[config.mk]
export PLATFORM = sky130hd
export DESIGN_NAME = diff_drive_wheel_pwm_regulator_flat
export DESIGN_NICKNAME = d
export VERILOG_FILES = /design/src/rtl/ddw_pkg.sv /design/src/rtl/ddw_if.sv /design/src/rtl/ddw_cfg.sv /design/src/rtl/ddw_mul.sv /design/src/rtl/diff_drive_wheel_pwm_regulator.sv /design/src/flat_wrapper.sv
export SDC_FILE = /design/constraint.sdc
export NUM_CORES = 2
export LEC_CHECK = 0
export BUFFER_PORTS_ARGS = -buffer_cell sky130_fd_sc_hd__buf_2
export CAP_MARGIN = 15
export CORE_UTILIZATION = 55
export CTS_CLUSTER_DIAMETER = 60
export DETAILED_ROUTE_END_ITERATION = 6
export GPL_TIMING_DRIVEN = 1
export HOLD_SLACK_MARGIN = 0.12
export PLACE_DENSITY_LB_ADDON = 0.25
export SLEW_MARGIN = 10
export SYNTH_ARGS = -nofsm -noshare
export SYNTH_HDL_FRONTEND = slang
export SYNTH_SLANG_ARGS = --single-unit
export TNS_END_PERCENT = 5
[constraint.sdc]
create_clock -name clk -period 23.3 [get_ports clk]
set_input_delay 2.33 -clock clk [delete_from_list [all_inputs] [get_ports clk]]
set_output_delay 2.33 -clock clk [all_outputs]
set_load 0.02 [all_outputs]
[src/rtl/ddw_pkg.sv]
// ----------------------------------------------------------------------------
// ddw_pkg: shared types and constants for the wheel PWM regulator
// Field widths, register indexes, reset values, and the sizes of the shared
// multiplier.
// ----------------------------------------------------------------------------
package ddw_pkg;

  localparam int ACC_FRAC_BITS_DEF = 8;

  localparam int CFG_IDX_W  = 8;
  localparam int CFG_DATA_W = 16;
  localparam int SPEED_W    = 16;
  localparam int PWM_W      = 11;
  localparam int LIMIT_W    = 10;

  // Shared multiplier: signed operand by zero-extended 16-bit register
  localparam int MUL_A_W = 21;
  localparam int MUL_B_W = 17;
  localparam int MUL_P_W = MUL_A_W + MUL_B_W;

  // 0.01 in Q4.12 and the forced turn-in-place speed 0.1 in Q4.12
  localparam logic signed [SPEED_W:0]   LIN_THRESH   = 17'sd41;
  localparam logic signed [SPEED_W:0]   ANG_THRESH   = 17'sd41;
  localparam logic signed [SPEED_W-1:0] MIN_TURN_LIN = 16'sd410;

  typedef enum logic {
    ACT_COMMAND  = 1'b0,
    ACT_FEEDBACK = 1'b1
  } action_t;

  typedef enum logic [CFG_IDX_W-1:0] {
    REG_HALF_TRACK = 8'd0,
    REG_RPM_PER_MPS = 8'd1,
    REG_GAIN_P     = 8'd2,
    REG_PWM_LIMIT  = 8'd3
  } reg_idx_t;

  typedef struct packed {
    logic [15:0]        half_track_width;
    logic [15:0]        rpm_per_mps;
    logic [15:0]        gain_p;
    logic [LIMIT_W-1:0] pwm_limit;
  } cfg_regs_t;

  localparam cfg_regs_t CFG_RESET = '{
    half_track_width: 16'd17367,
    rpm_per_mps:      16'd28759,
    gain_p:           16'd410,
    pwm_limit:        10'd300
  };

endpackage

[src/rtl/ddw_if.sv]
// ----------------------------------------------------------------------------
// ddw_if: request, result and configuration channels
// Valid/ready channels; a transfer happens when valid and ready are both high.
// ----------------------------------------------------------------------------
interface ddw_item_if;
  logic                                 valid;
  logic                                 ready;
  logic                                 action;
  logic signed [ddw_pkg::SPEED_W-1:0]   fwd_speed;
  logic signed [ddw_pkg::SPEED_W-1:0]   yaw_rate;
  logic signed [ddw_pkg::SPEED_W-1:0]   speed_left;
  logic signed [ddw_pkg::SPEED_W-1:0]   speed_right;

  modport source (output valid, action, fwd_speed, yaw_rate,
                  speed_left, speed_right, input ready);
  modport sink (input valid, action, fwd_speed, yaw_rate,
                speed_left, speed_right, output ready);
endinterface

interface ddw_result_if;
  logic                               valid;
  logic                               ready;
  logic signed [ddw_pkg::PWM_W-1:0]   duty_left;
  logic signed [ddw_pkg::PWM_W-1:0]   duty_right;

  modport source (output valid, duty_left, duty_right, input ready);
  modport sink (input valid, duty_left, duty_right, output ready);
endinterface

interface ddw_cfg_if;
  logic                              valid;
  logic                              ready;
  logic [ddw_pkg::CFG_IDX_W-1:0]     index;
  logic [ddw_pkg::CFG_DATA_W-1:0]    data;

  modport source (output valid, index, data, input ready);
  modport sink (input valid, index, data, output ready);
endinterface

[src/rtl/ddw_cfg.sv]
// ----------------------------------------------------------------------------
// ddw_cfg: configuration register file
// Holds track width, RPM scale, gain and PWM limit; writes to unknown indexes
// are dropped.
// ----------------------------------------------------------------------------
module ddw_cfg (
  input  logic               clk,
  input  logic               rst,
  ddw_cfg_if.sink            cfg,
  output ddw_pkg::cfg_regs_t regs
);

  assign cfg.ready = 1'b1;

  always_ff @(posedge clk) begin
    if (rst) begin
      regs <= ddw_pkg::CFG_RESET;
    end else if (cfg.valid) begin
      case (cfg.index)
        ddw_pkg::REG_HALF_TRACK:  regs.half_track_width <= cfg.data;
        ddw_pkg::REG_RPM_PER_MPS: regs.rpm_per_mps <= cfg.data;
        ddw_pkg::REG_GAIN_P:      regs.gain_p <= cfg.data;
        ddw_pkg::REG_PWM_LIMIT:   regs.pwm_limit <= cfg.data[ddw_pkg::LIMIT_W-1:0];
        default: ;
      endcase
    end
  end

endmodule

[src/rtl/ddw_mul.sv]
// ----------------------------------------------------------------------------
// ddw_mul: shared signed multiplier
// One product per cycle, registered; the sequencer reads it in the following cycle.
// ----------------------------------------------------------------------------
module ddw_mul (
  input  logic                                clk,
  input  logic signed [ddw_pkg::MUL_A_W-1:0]  a,
  input  logic signed [ddw_pkg::MUL_B_W-1:0]  b,
  output logic signed [ddw_pkg::MUL_P_W-1:0]  p
);

  always_ff @(posedge clk) begin
    p <= a * b;
  end

endmodule

[src/rtl/diff_drive_wheel_pwm_regulator.sv]
// ----------------------------------------------------------------------------
// diff_drive_wheel_pwm_regulator: proportional wheel speed regulator
// Velocity commands set wheel RPM targets and step the drive accumulators;
// feedback items update the drive accumulators and return clamped PWM commands.
// ----------------------------------------------------------------------------
// A command request (action 0) runs S_TURN and S_TURNQ, then S_EX to S_ACC for
// each wheel, and gives no result; a feedback request (action 1) runs S_FML to
// S_FOUT and leaves one PWM result in the output register, where it waits until
// taken. Both use a single registered multiplier that a small sequencer reuses
// for the turn term, the wheel RPM and the gain products, one wheel after the
// other. The next request is taken while a result still waits, though a
// feedback request stalls in S_FOUT until the previous result has gone.
// Configuration may only be written while the block is idle.
module diff_drive_wheel_pwm_regulator #(
  parameter int ACC_FRAC_BITS = ddw_pkg::ACC_FRAC_BITS_DEF
) (
  input  logic        clk,
  input  logic        rst,
  ddw_item_if.sink    item,
  ddw_result_if.source result,
  ddw_cfg_if.sink     cfg
);

  localparam int PWM_W     = ddw_pkg::PWM_W;
  localparam int PSUM_W    = 55;
  localparam int INC_SHIFT = 32 - ACC_FRAC_BITS;
  localparam int INC_W     = PSUM_W - INC_SHIFT;
  localparam int SUM_W     = ((INC_W > 32) ? INC_W : 32) + 2;
  localparam int FB_SHL    = (ACC_FRAC_BITS >= 12) ? ACC_FRAC_BITS - 12 : 0;
  localparam int FB_SHR    = (ACC_FRAC_BITS >= 12) ? 0 : 12 - ACC_FRAC_BITS;
  localparam int TR_W      = 33 - ACC_FRAC_BITS;

  localparam logic signed [SUM_W-1:0] ACC_MAX = {{(SUM_W-31){1'b0}}, {31{1'b1}}};
  localparam logic signed [SUM_W-1:0] ACC_MIN = {{(SUM_W-31){1'b1}}, {31{1'b0}}};

  typedef enum logic [3:0] {
    S_IDLE, S_TURN, S_TURNQ, S_EX, S_HI, S_LO, S_SUM, S_ACC,
    S_FML, S_FAL, S_FAR, S_FTR, S_FOUT
  } state_t;

  ddw_pkg::cfg_regs_t regs;

  state_t state;
  logic   side;

  logic signed [15:0]       cmd_linear;
  logic signed [15:0]       cmd_angular;
  logic signed [15:0]       target_rpm_left;
  logic signed [15:0]       target_rpm_right;
  logic signed [31:0]       drive_left_acc;
  logic signed [31:0]       drive_right_acc;
  logic signed [PWM_W-1:0]  held_out_left;
  logic signed [PWM_W-1:0]  held_out_right;

  logic signed [15:0]       sl_r;
  logic signed [15:0]       sr_r;
  logic signed [15:0]       turn_r;
  logic [19:0]              lo_r;
  logic signed [33:0]       phi_r;
  logic signed [INC_W-1:0]  inc_r;
  logic signed [TR_W-1:0]   il_r;
  logic signed [TR_W-1:0]   ir_r;
  logic                     out_valid;
  logic signed [PWM_W-1:0]  out_left;
  logic signed [PWM_W-1:0]  out_right;
  logic                     emit;

  logic signed [ddw_pkg::MUL_A_W-1:0] mul_a;
  logic signed [ddw_pkg::MUL_B_W-1:0] mul_b;
  logic signed [ddw_pkg::MUL_P_W-1:0] mult_q;

  ddw_cfg u_cfg (
    .clk  (clk),
    .rst  (rst),
    .cfg  (cfg),
    .regs (regs)
  );

  ddw_mul u_mul (
    .clk (clk),
    .a   (mul_a),
    .b   (mul_b),
    .p   (mult_q)
  );

  function automatic logic signed [TR_W-1:0] trunc_acc(input logic signed [31:0] a);
    logic signed [31:0] q;
    logic               rnd;
    q   = a >>> ACC_FRAC_BITS;
    rnd = a[31] && (a[ACC_FRAC_BITS-1:0] != '0);
    return TR_W'(q) + $signed({{(TR_W-1){1'b0}}, rnd});
  endfunction

  function automatic logic signed [PWM_W-1:0] clamp_pwm(
    input logic signed [TR_W-1:0]         v,
    input logic [ddw_pkg::LIMIT_W-1:0]    lim
  );
    logic signed [TR_W-1:0]  lim_s;
    logic signed [PWM_W-1:0] r;
    lim_s = $signed(TR_W'(lim));
    if (v > lim_s) begin
      r = $signed({1'b0, lim});
    end else if (v < -lim_s) begin
      r = -$signed({1'b0, lim});
    end else begin
      r = v[PWM_W-1:0];
    end
    return r;
  endfunction

  function automatic logic signed [31:0] sat32(input logic signed [SUM_W-1:0] s);
    logic signed [31:0] r;
    if (s > ACC_MAX) begin
      r = ACC_MAX[31:0];
    end else if (s < ACC_MIN) begin
      r = ACC_MIN[31:0];
    end else begin
      r = s[31:0];
    end
    return r;
  endfunction

  // Command forcing: turn in place gets a minimum forward speed
  logic signed [16:0] abs_lin;
  logic signed [16:0] abs_ang;
  logic signed [15:0] lin_forced;

  always_comb begin
    abs_lin = item.fwd_speed[15] ? -17'(item.fwd_speed)
                                 : 17'(item.fwd_speed);
    abs_ang = item.yaw_rate[15] ? -17'(item.yaw_rate)
                                : 17'(item.yaw_rate);
    lin_forced = item.fwd_speed;
    if (abs_lin < ddw_pkg::LIN_THRESH && abs_ang >= ddw_pkg::ANG_THRESH) begin
      lin_forced = (item.yaw_rate > 0) ? ddw_pkg::MIN_TURN_LIN
                                       : -ddw_pkg::MIN_TURN_LIN;
    end
  end

  // Datapath around the shared multiplier
  logic signed [33:0]        exact;
  logic signed [16:0]        ex_hi;
  logic signed [15:0]        tgt_cur;
  logic signed [16:0]        hi_diff;
  logic                      ex_rnd;
  logic signed [15:0]        tgt_new;
  logic signed [16:0]        v_left;
  logic signed [16:0]        v_right;
  logic signed [16:0]        err_l;
  logic signed [16:0]        err_r;
  logic signed [PSUM_W-1:0]  psum;
  logic signed [PSUM_W-1:0]  inc_full;
  logic signed [SUM_W-1:0]   fb_ext;
  logic signed [SUM_W-1:0]   delta;
  logic signed [SUM_W-1:0]   addend;
  logic signed [31:0]        acc_cur;
  logic signed [SUM_W-1:0]   acc_sum;
  logic signed [31:0]        acc_new;
  logic signed [TR_W-1:0]    sel_l;
  logic signed [TR_W-1:0]    sel_r;
  logic signed [PWM_W-1:0]   pwm_l;
  logic signed [PWM_W-1:0]   pwm_r;

  always_comb begin
    exact   = mult_q[33:0];
    ex_hi   = 17'(exact >>> 20);
    tgt_cur = side ? target_rpm_right : target_rpm_left;
    // floor of (exact - target * 2^20) / 2^20, low bits are exact[19:0]
    hi_diff = ex_hi - 17'(tgt_cur);
    ex_rnd  = exact[33] && (exact[19:0] != '0);
    // truncated RPM always fits 14 bits, so no saturation is needed
    tgt_new = 16'(ex_hi + 17'(ex_rnd));
    v_left  = 17'(cmd_linear) - 17'(turn_r);
    v_right = 17'(cmd_linear) + 17'(turn_r);
    err_l   = 17'(target_rpm_left) - 17'(sl_r);
    err_r   = 17'(target_rpm_right) + 17'(sr_r);

    psum     = (PSUM_W'(phi_r) <<< 20) + PSUM_W'(mult_q);
    inc_full = psum >>> INC_SHIFT;

    fb_ext = SUM_W'(exact);
    delta  = (fb_ext <<< FB_SHL) >>> FB_SHR;

    acc_cur = (state == S_FAR || (state == S_ACC && side)) ? drive_right_acc
                                                           : drive_left_acc;
    if (state == S_ACC) begin
      addend = SUM_W'(inc_r);
    end else begin
      addend = cmd_linear[15] ? -delta : delta;
    end
    acc_sum = SUM_W'(acc_cur) + addend;
    acc_new = sat32(acc_sum);

    if (cmd_linear < 0) begin
      sel_l = -il_r;
      sel_r = ir_r;
    end else if (cmd_linear > 0) begin
      sel_l = il_r;
      sel_r = -ir_r;
    end else begin
      sel_l = TR_W'(held_out_left);
      sel_r = TR_W'(held_out_right);
    end
    pwm_l = clamp_pwm(sel_l, regs.pwm_limit);
    pwm_r = clamp_pwm(sel_r, regs.pwm_limit);
  end

  always_comb begin
    mul_a = '0;
    mul_b = '0;
    case (state)
      S_TURN: begin
        mul_a = ddw_pkg::MUL_A_W'(cmd_angular);
        mul_b = $signed({1'b0, regs.half_track_width});
      end
      S_EX: begin
        mul_a = ddw_pkg::MUL_A_W'(side ? v_right : v_left);
        mul_b = $signed({1'b0, regs.rpm_per_mps});
      end
      S_HI: begin
        mul_a = ddw_pkg::MUL_A_W'(hi_diff);
        mul_b = $signed({1'b0, regs.gain_p});
      end
      S_LO: begin
        mul_a = $signed({1'b0, lo_r});
        mul_b = $signed({1'b0, regs.gain_p});
      end
      S_FML: begin
        mul_a = ddw_pkg::MUL_A_W'(err_l);
        mul_b = $signed({1'b0, regs.gain_p});
      end
      S_FAL: begin
        mul_a = ddw_pkg::MUL_A_W'(err_r);
        mul_b = $signed({1'b0, regs.gain_p});
      end
      default: ;
    endcase
  end

  // load the output register once the previous result has been taken
  assign emit = (state == S_FOUT) && (!out_valid || result.ready);

  assign item.ready        = (state == S_IDLE);
  assign result.valid      = out_valid;
  assign result.duty_left  = out_left;
  assign result.duty_right = out_right;

  always_ff @(posedge clk) begin
    if (rst) begin
      state            <= S_IDLE;
      side             <= 1'b0;
      out_valid        <= 1'b0;
      cmd_linear       <= '0;
      cmd_angular      <= '0;
      target_rpm_left  <= '0;
      target_rpm_right <= '0;
      drive_left_acc   <= '0;
      drive_right_acc  <= '0;
      held_out_left    <= '0;
      held_out_right   <= '0;
    end else begin
      if (emit) begin
        out_valid <= 1'b1;
      end else if (result.ready) begin
        out_valid <= 1'b0;
      end
      case (state)
        S_IDLE: begin
          if (item.valid) begin
            if (item.action == ddw_pkg::ACT_FEEDBACK) begin
              sl_r  <= item.speed_left;
              sr_r  <= item.speed_right;
              state <= S_FML;
            end else begin
              cmd_linear  <= lin_forced;
              cmd_angular <= item.yaw_rate;
              side        <= 1'b0;
              state       <= S_TURN;
            end
          end
        end
        S_TURN:  state <= S_TURNQ;
        S_TURNQ: begin
          turn_r <= 16'(mult_q >>> 16);
          state  <= S_EX;
        end
        S_EX: state <= S_HI;
        S_HI: begin
          lo_r <= exact[19:0];
          if (side) begin
            target_rpm_right <= tgt_new;
          end else begin
            target_rpm_left <= tgt_new;
          end
          state <= S_LO;
        end
        S_LO: begin
          phi_r <= exact;
          state <= S_SUM;
        end
        S_SUM: begin
          inc_r <= inc_full[INC_W-1:0];
          state <= S_ACC;
        end
        S_ACC: begin
          if (side) begin
            drive_right_acc <= acc_new;
            state           <= S_IDLE;
          end else begin
            drive_left_acc <= acc_new;
            side           <= 1'b1;
            state          <= S_EX;
          end
        end
        S_FML: state <= S_FAL;
        S_FAL: begin
          drive_left_acc <= (cmd_linear == 0) ? '0 : acc_new;
          state          <= S_FAR;
        end
        S_FAR: begin
          drive_right_acc <= (cmd_linear == 0) ? '0 : acc_new;
          state           <= S_FTR;
        end
        S_FTR: begin
          il_r  <= trunc_acc(drive_left_acc);
          ir_r  <= trunc_acc(drive_right_acc);
          state <= S_FOUT;
        end
        S_FOUT: begin
          // hold until the previous result has been taken
          if (emit) begin
            out_left  <= pwm_l;
            out_right <= pwm_r;
            if (cmd_linear == 0 && cmd_angular == 0) begin
              held_out_left  <= '0;
              held_out_right <= '0;
            end else begin
              held_out_left  <= pwm_l;
              held_out_right <= pwm_r;
            end
            state <= S_IDLE;
          end
        end
        default: state <= S_IDLE;
      endcase
    end
  end

endmodule

[src/flat_wrapper.sv]
// flat-port wrapper written by rule: the top's interface ports become plain ports
module diff_drive_wheel_pwm_regulator_flat 
#(
  parameter int ACC_FRAC_BITS = ddw_pkg::ACC_FRAC_BITS_DEF
)
  (clk, rst, item_valid, item_action, item_fwd_speed, item_yaw_rate, item_speed_left, item_speed_right, item_ready, result_valid, result_duty_left, result_duty_right, result_ready, cfg_valid, cfg_index, cfg_data, cfg_ready);
  ddw_item_if item_i ();
  ddw_result_if result_i ();
  ddw_cfg_if cfg_i ();
  input  logic clk;
  input  logic rst;
  input wire logic [$bits(item_i.valid)-1:0] item_valid;
  input wire logic [$bits(item_i.action)-1:0] item_action;
  input wire logic [$bits(item_i.fwd_speed)-1:0] item_fwd_speed;
  input wire logic [$bits(item_i.yaw_rate)-1:0] item_yaw_rate;
  input wire logic [$bits(item_i.speed_left)-1:0] item_speed_left;
  input wire logic [$bits(item_i.speed_right)-1:0] item_speed_right;
  output wire logic [$bits(item_i.ready)-1:0] item_ready;
  output wire logic [$bits(result_i.valid)-1:0] result_valid;
  output wire logic [$bits(result_i.duty_left)-1:0] result_duty_left;
  output wire logic [$bits(result_i.duty_right)-1:0] result_duty_right;
  input wire logic [$bits(result_i.ready)-1:0] result_ready;
  input wire logic [$bits(cfg_i.valid)-1:0] cfg_valid;
  input wire logic [$bits(cfg_i.index)-1:0] cfg_index;
  input wire logic [$bits(cfg_i.data)-1:0] cfg_data;
  output wire logic [$bits(cfg_i.ready)-1:0] cfg_ready;
  assign item_i.valid = item_valid;
  assign item_i.action = item_action;
  assign item_i.fwd_speed = item_fwd_speed;
  assign item_i.yaw_rate = item_yaw_rate;
  assign item_i.speed_left = item_speed_left;
  assign item_i.speed_right = item_speed_right;
  assign item_ready = item_i.ready;
  assign result_valid = result_i.valid;
  assign result_duty_left = result_i.duty_left;
  assign result_duty_right = result_i.duty_right;
  assign result_i.ready = result_ready;
  assign cfg_i.valid = cfg_valid;
  assign cfg_i.index = cfg_index;
  assign cfg_i.data = cfg_data;
  assign cfg_ready = cfg_i.ready;
  diff_drive_wheel_pwm_regulator #(.ACC_FRAC_BITS(ACC_FRAC_BITS)) u_core (.clk(clk), .rst(rst), .item(item_i), .result(result_i), .cfg(cfg_i));
endmodule
==> reports/results.ini <==
[power_and_ir_drop]
p_comb_frac=0.372
clkPwrFrac=0.297
p_leak_nw=19.42
power.density_mw_per_mm2=66.63
vdd_ir_drop_max_mv=0.06555
power_switching_mw=1.162
power.internal_mw=1.814
p_sw_frac=0.3905
seqPwrFrac=0.331

[drt]
dr.pass1.iters=5
detail-route-antenna-nets=0
totalWireLength_mm=121.1
via_count=34290
wl_per_cell_um=21.43
viasPerCell=6.068
drt_iter0_drc=3091
drc=0

[setup_path]
cp_max_fo=42
crit_end=u_core.u_mul.p[36]$_DFF_P_
rr_endpoint=u_core.u_mul.p[36]$_DFF_P_
rrSetupSlack_ns=12.54
path_class=reg2reg
timing.rr.start=u_core.side$_SDFFE_PP0P_
cp.arrival_ns=11.29
worstRegToRegCells=31
cp.required_ns=23.83
crit_path_start=u_core.side$_SDFFE_PP0P_
slowest_stage=dfxtp_2
slowest_delay_ns=0.96
cp-start-kind=flop
crit_path_end_kind=flop
cp_common_cell=fa_1

[clock_network]
post_cts_resized=0
cts_buffers=56
cts_setup_buffers=0
cts_sinks=455
path_clk_slew_ns=0.06
hold_buffers=0
clk_latency_ns=0.65
cts_tree=yes
cts_root_buf=clkbuf_16
htree_levels=2
cts_max_path_buffers=3

[die]
die_height_um=275.7
rows=100
core_sq_mm=0.07432
die_width_um=275.7
start_util=0.5545
die_area_sq_mm=0.07603
num_io_pins=119

[hold_path]
hold_path_class=reg2reg
min_path_cells=2
hold_path.startpoint=u_core.u_cfg.regs[35]$_SDFFE_PP0P_

[synth]
synthCells=4599
ys_seq_elements=455
synth.distinct_cells=89
synth_edf_count=205
async_reset_ff_frac=0
synth_nets=5335
yosysSeqAreaShare=0.2708
synth_area_sq_mm=0.04121
yosysWarningCount=0
ys.flop_type=dfxtp_1
syn_area_per_cell_sq_um=8.961

[placement]
numPortBuffers=117
dpl.hpwl_mm=93.38
place.gp.congestion=0.9932

[finish]
fin_nets=5361
fill_cells=6549
multi_input_area_sq_mm=0.02735
ff_latch_area_sq_mm=0.01116
drive_above_1_share=0.07918
area_growth_pct=8.373

[global_route]
antenna_found_initial=11
overflow=0
first_global_vias=32350
grt_util_all_layers=0.3187
grt_pass1_wl_mm=186.1
grt_max_degree=89

[status]
outcome=finished, final reports clean

[sta]
final.setup.tns_ns=0
rsz0062_at_grt=false
hold_viol_final=0
tightest_slew_ns=1.077
fin_worst_skew_ns=0.05731
period_share=0.4619
maxSlewViolCount=0
timing.hold.ws_ns=0.4563
setup_viol=0
slew_headroom=0.2818
fmax_ghz=0.09292
min_period_ns=10.76

[job]
max-cap-violations=0

[critical path, delay by kind of cell (launching register included)]
family | cells | cell delay [ns]
mux | 1 | 0.46
buf+inv | 4 | 0.19
simple gates | 2 | 0.39
flops | 1 | 0.96
compound gates | 14 | 4.67
fa+ha+maj | 8 | 3.66
xor+xnor | 2 | 0.29
[per-stage QoR]
stage / setup slack (ns) / area [sq um] / instances / power [mW] / util
after floorplan: 13.84 / 41210 / 4599 / 1.733 / -
after global placement: 12.90 / 42720 / 5535 / 2.068 / 0.5748
after detailed placement: 12.72 / 42720 / 5535 / 2.080 / 0.5748
after CTS: 12.61 / 44610 / 5641 / 2.965 / 0.6002
after global routing: 11.68 / 44660 / 5649 / 3.128 / 0.6009
final: 12.54 / 44660 / 5650 / 2.976 / 0.6010
[cells in the mapped netlist (32+ instances only)]
| cell | instances | share of area |
|---|---|---|
| inv_1 | 539 | 0.049 |
| nand2_1 | 475 | 0.043 |
| nor2_1 | 365 | 0.033 |
| fa_1 | 334 | 0.16 |
| a21oi_1 | 320 | 0.039 |
| ha_1 | 308 | 0.094 |
| dfxtp_1 | 250 | 0.12 |
| edfxtp_1 | 205 | 0.15 |
| xnor2_1 | 185 | 0.039 |
| clkbuf_1 | 176 | 0.016 |
| o21ai_0 | 148 | 0.018 |
| xor2_1 | 101 | 0.021 |
| nor3_1 | 93 | 0.011 |
| a21o_1 | 81 | 0.015 |
| nand3_1 | 70 | 0.0085 |
| nor2b_1 | 59 | 0.0090 |
| a211oi_1 | 54 | 0.0098 |
| mux2i_1 | 53 | 0.013 |
| a221o_1 | 47 | 0.011 |
| nand2b_1 | 44 | 0.0067 |
| nor4_1 | 44 | 0.0067 |
| and2_1 | 43 | 0.0065 |
| mux2_2 | 39 | 0.011 |
| o21a_1 | 36 | 0.0066 |
| nand4_1 | 33 | 0.0050 |
| or3_1 | 32 | 0.0049 |
[per-layer routing]
| metal | track usage | wire, um |
|---|---|---|
| met1 | 0.4346 | 51110 |
| met2 | 0.5030 | 54170 |
| met3 | 0.04985 | 9963 |
| met4 | 0.1369 | 5793 |
| met5 | 0 | 16 |
[kinds of logic (layout without fill, tap and decap cells)]
| logic type | count (synthesis) | count (layout) | synth area share |
|---|---|---|---|
| adders and majority gates | 648 | 648 | 0.2572 |
| and+or+nand+nor | 1381 | 1381 | 0.1575 |
| DFF | 455 | 455 | 0.2708 |
| buffers and inverters | 741 | 815 | 0.06822 |
| other | 1 | 9 | 0.00009099 |
| AOI/OAI and AO/OA | 995 | 995 | 0.1619 |
| muxes | 92 | 92 | 0.02353 |
| xor gates and xnor gates | 286 | 286 | 0.06078 |
[registers in the layout, indices dropped and copies added, names as in the netlist, 20 cells and up]
name	flops
u_core.drive_left_acc	32
u_core.drive_right_acc	32
u_core.il_r	25
u_core.inc_r	31
u_core.ir_r	25
u_core.lo_r	20
u_core.phi_r	34
u_core.u_cfg.regs	58
u_core.u_mul.p	38
[worst min-delay path by stage]
stage and endpoint:
2_1_floorplan u_core.lo_r[2]$_DFFE_PP_, 3_3_place_gp u_core.u_cfg.regs[31]$_SDFFE_PP0P_, 3_5_place_dp u_core.u_cfg.regs[24]$_SDFFE_PP0P_, 4_1_cts u_core.u_cfg.regs[24]$_SDFFE_PP0P_
5_1_grt u_core.u_cfg.regs[24]$_SDFFE_PP0P_, 6_report u_core.u_cfg.regs[35]$_SDFFE_PP0P_
[area by class of cell]
type                    instances  share of cell area
diodes                          8           0.0004482
clock inverters                34            0.008404
repair buffers                170             0.02252
inverters                     539             0.04530
well taps                     969             0.02715
flip-flops and latches        455              0.2499
clock buffers                  72             0.03390
multi-input cells            3403              0.6123
[cells in the final DEF (no fill, tap or decap), types with 147 or more instances in the layout]
cell	n
nand2_1	475
o21ai_0	147
inv_1	539
ha_1	308
fa_1	334
nor2_1	362
dfxtp_1	248
edfxtp_1	205
xnor2_1	185
a21oi_1	320
[power by group through the flow]
stage          Combinational [mW]  Sequential, mW  Clock [mW]
2_1_floorplan               0.788           0.945           0
3_3_place_gp                 1.07           0.998           0
3_5_place_dp                 1.08           0.997           0
4_1_cts                      1.09           0.981       0.893
5_1_grt                      1.22           0.985       0.924
6_report                     1.11           0.985       0.883
No activity file was read; power rests on OpenSTA's default activity.
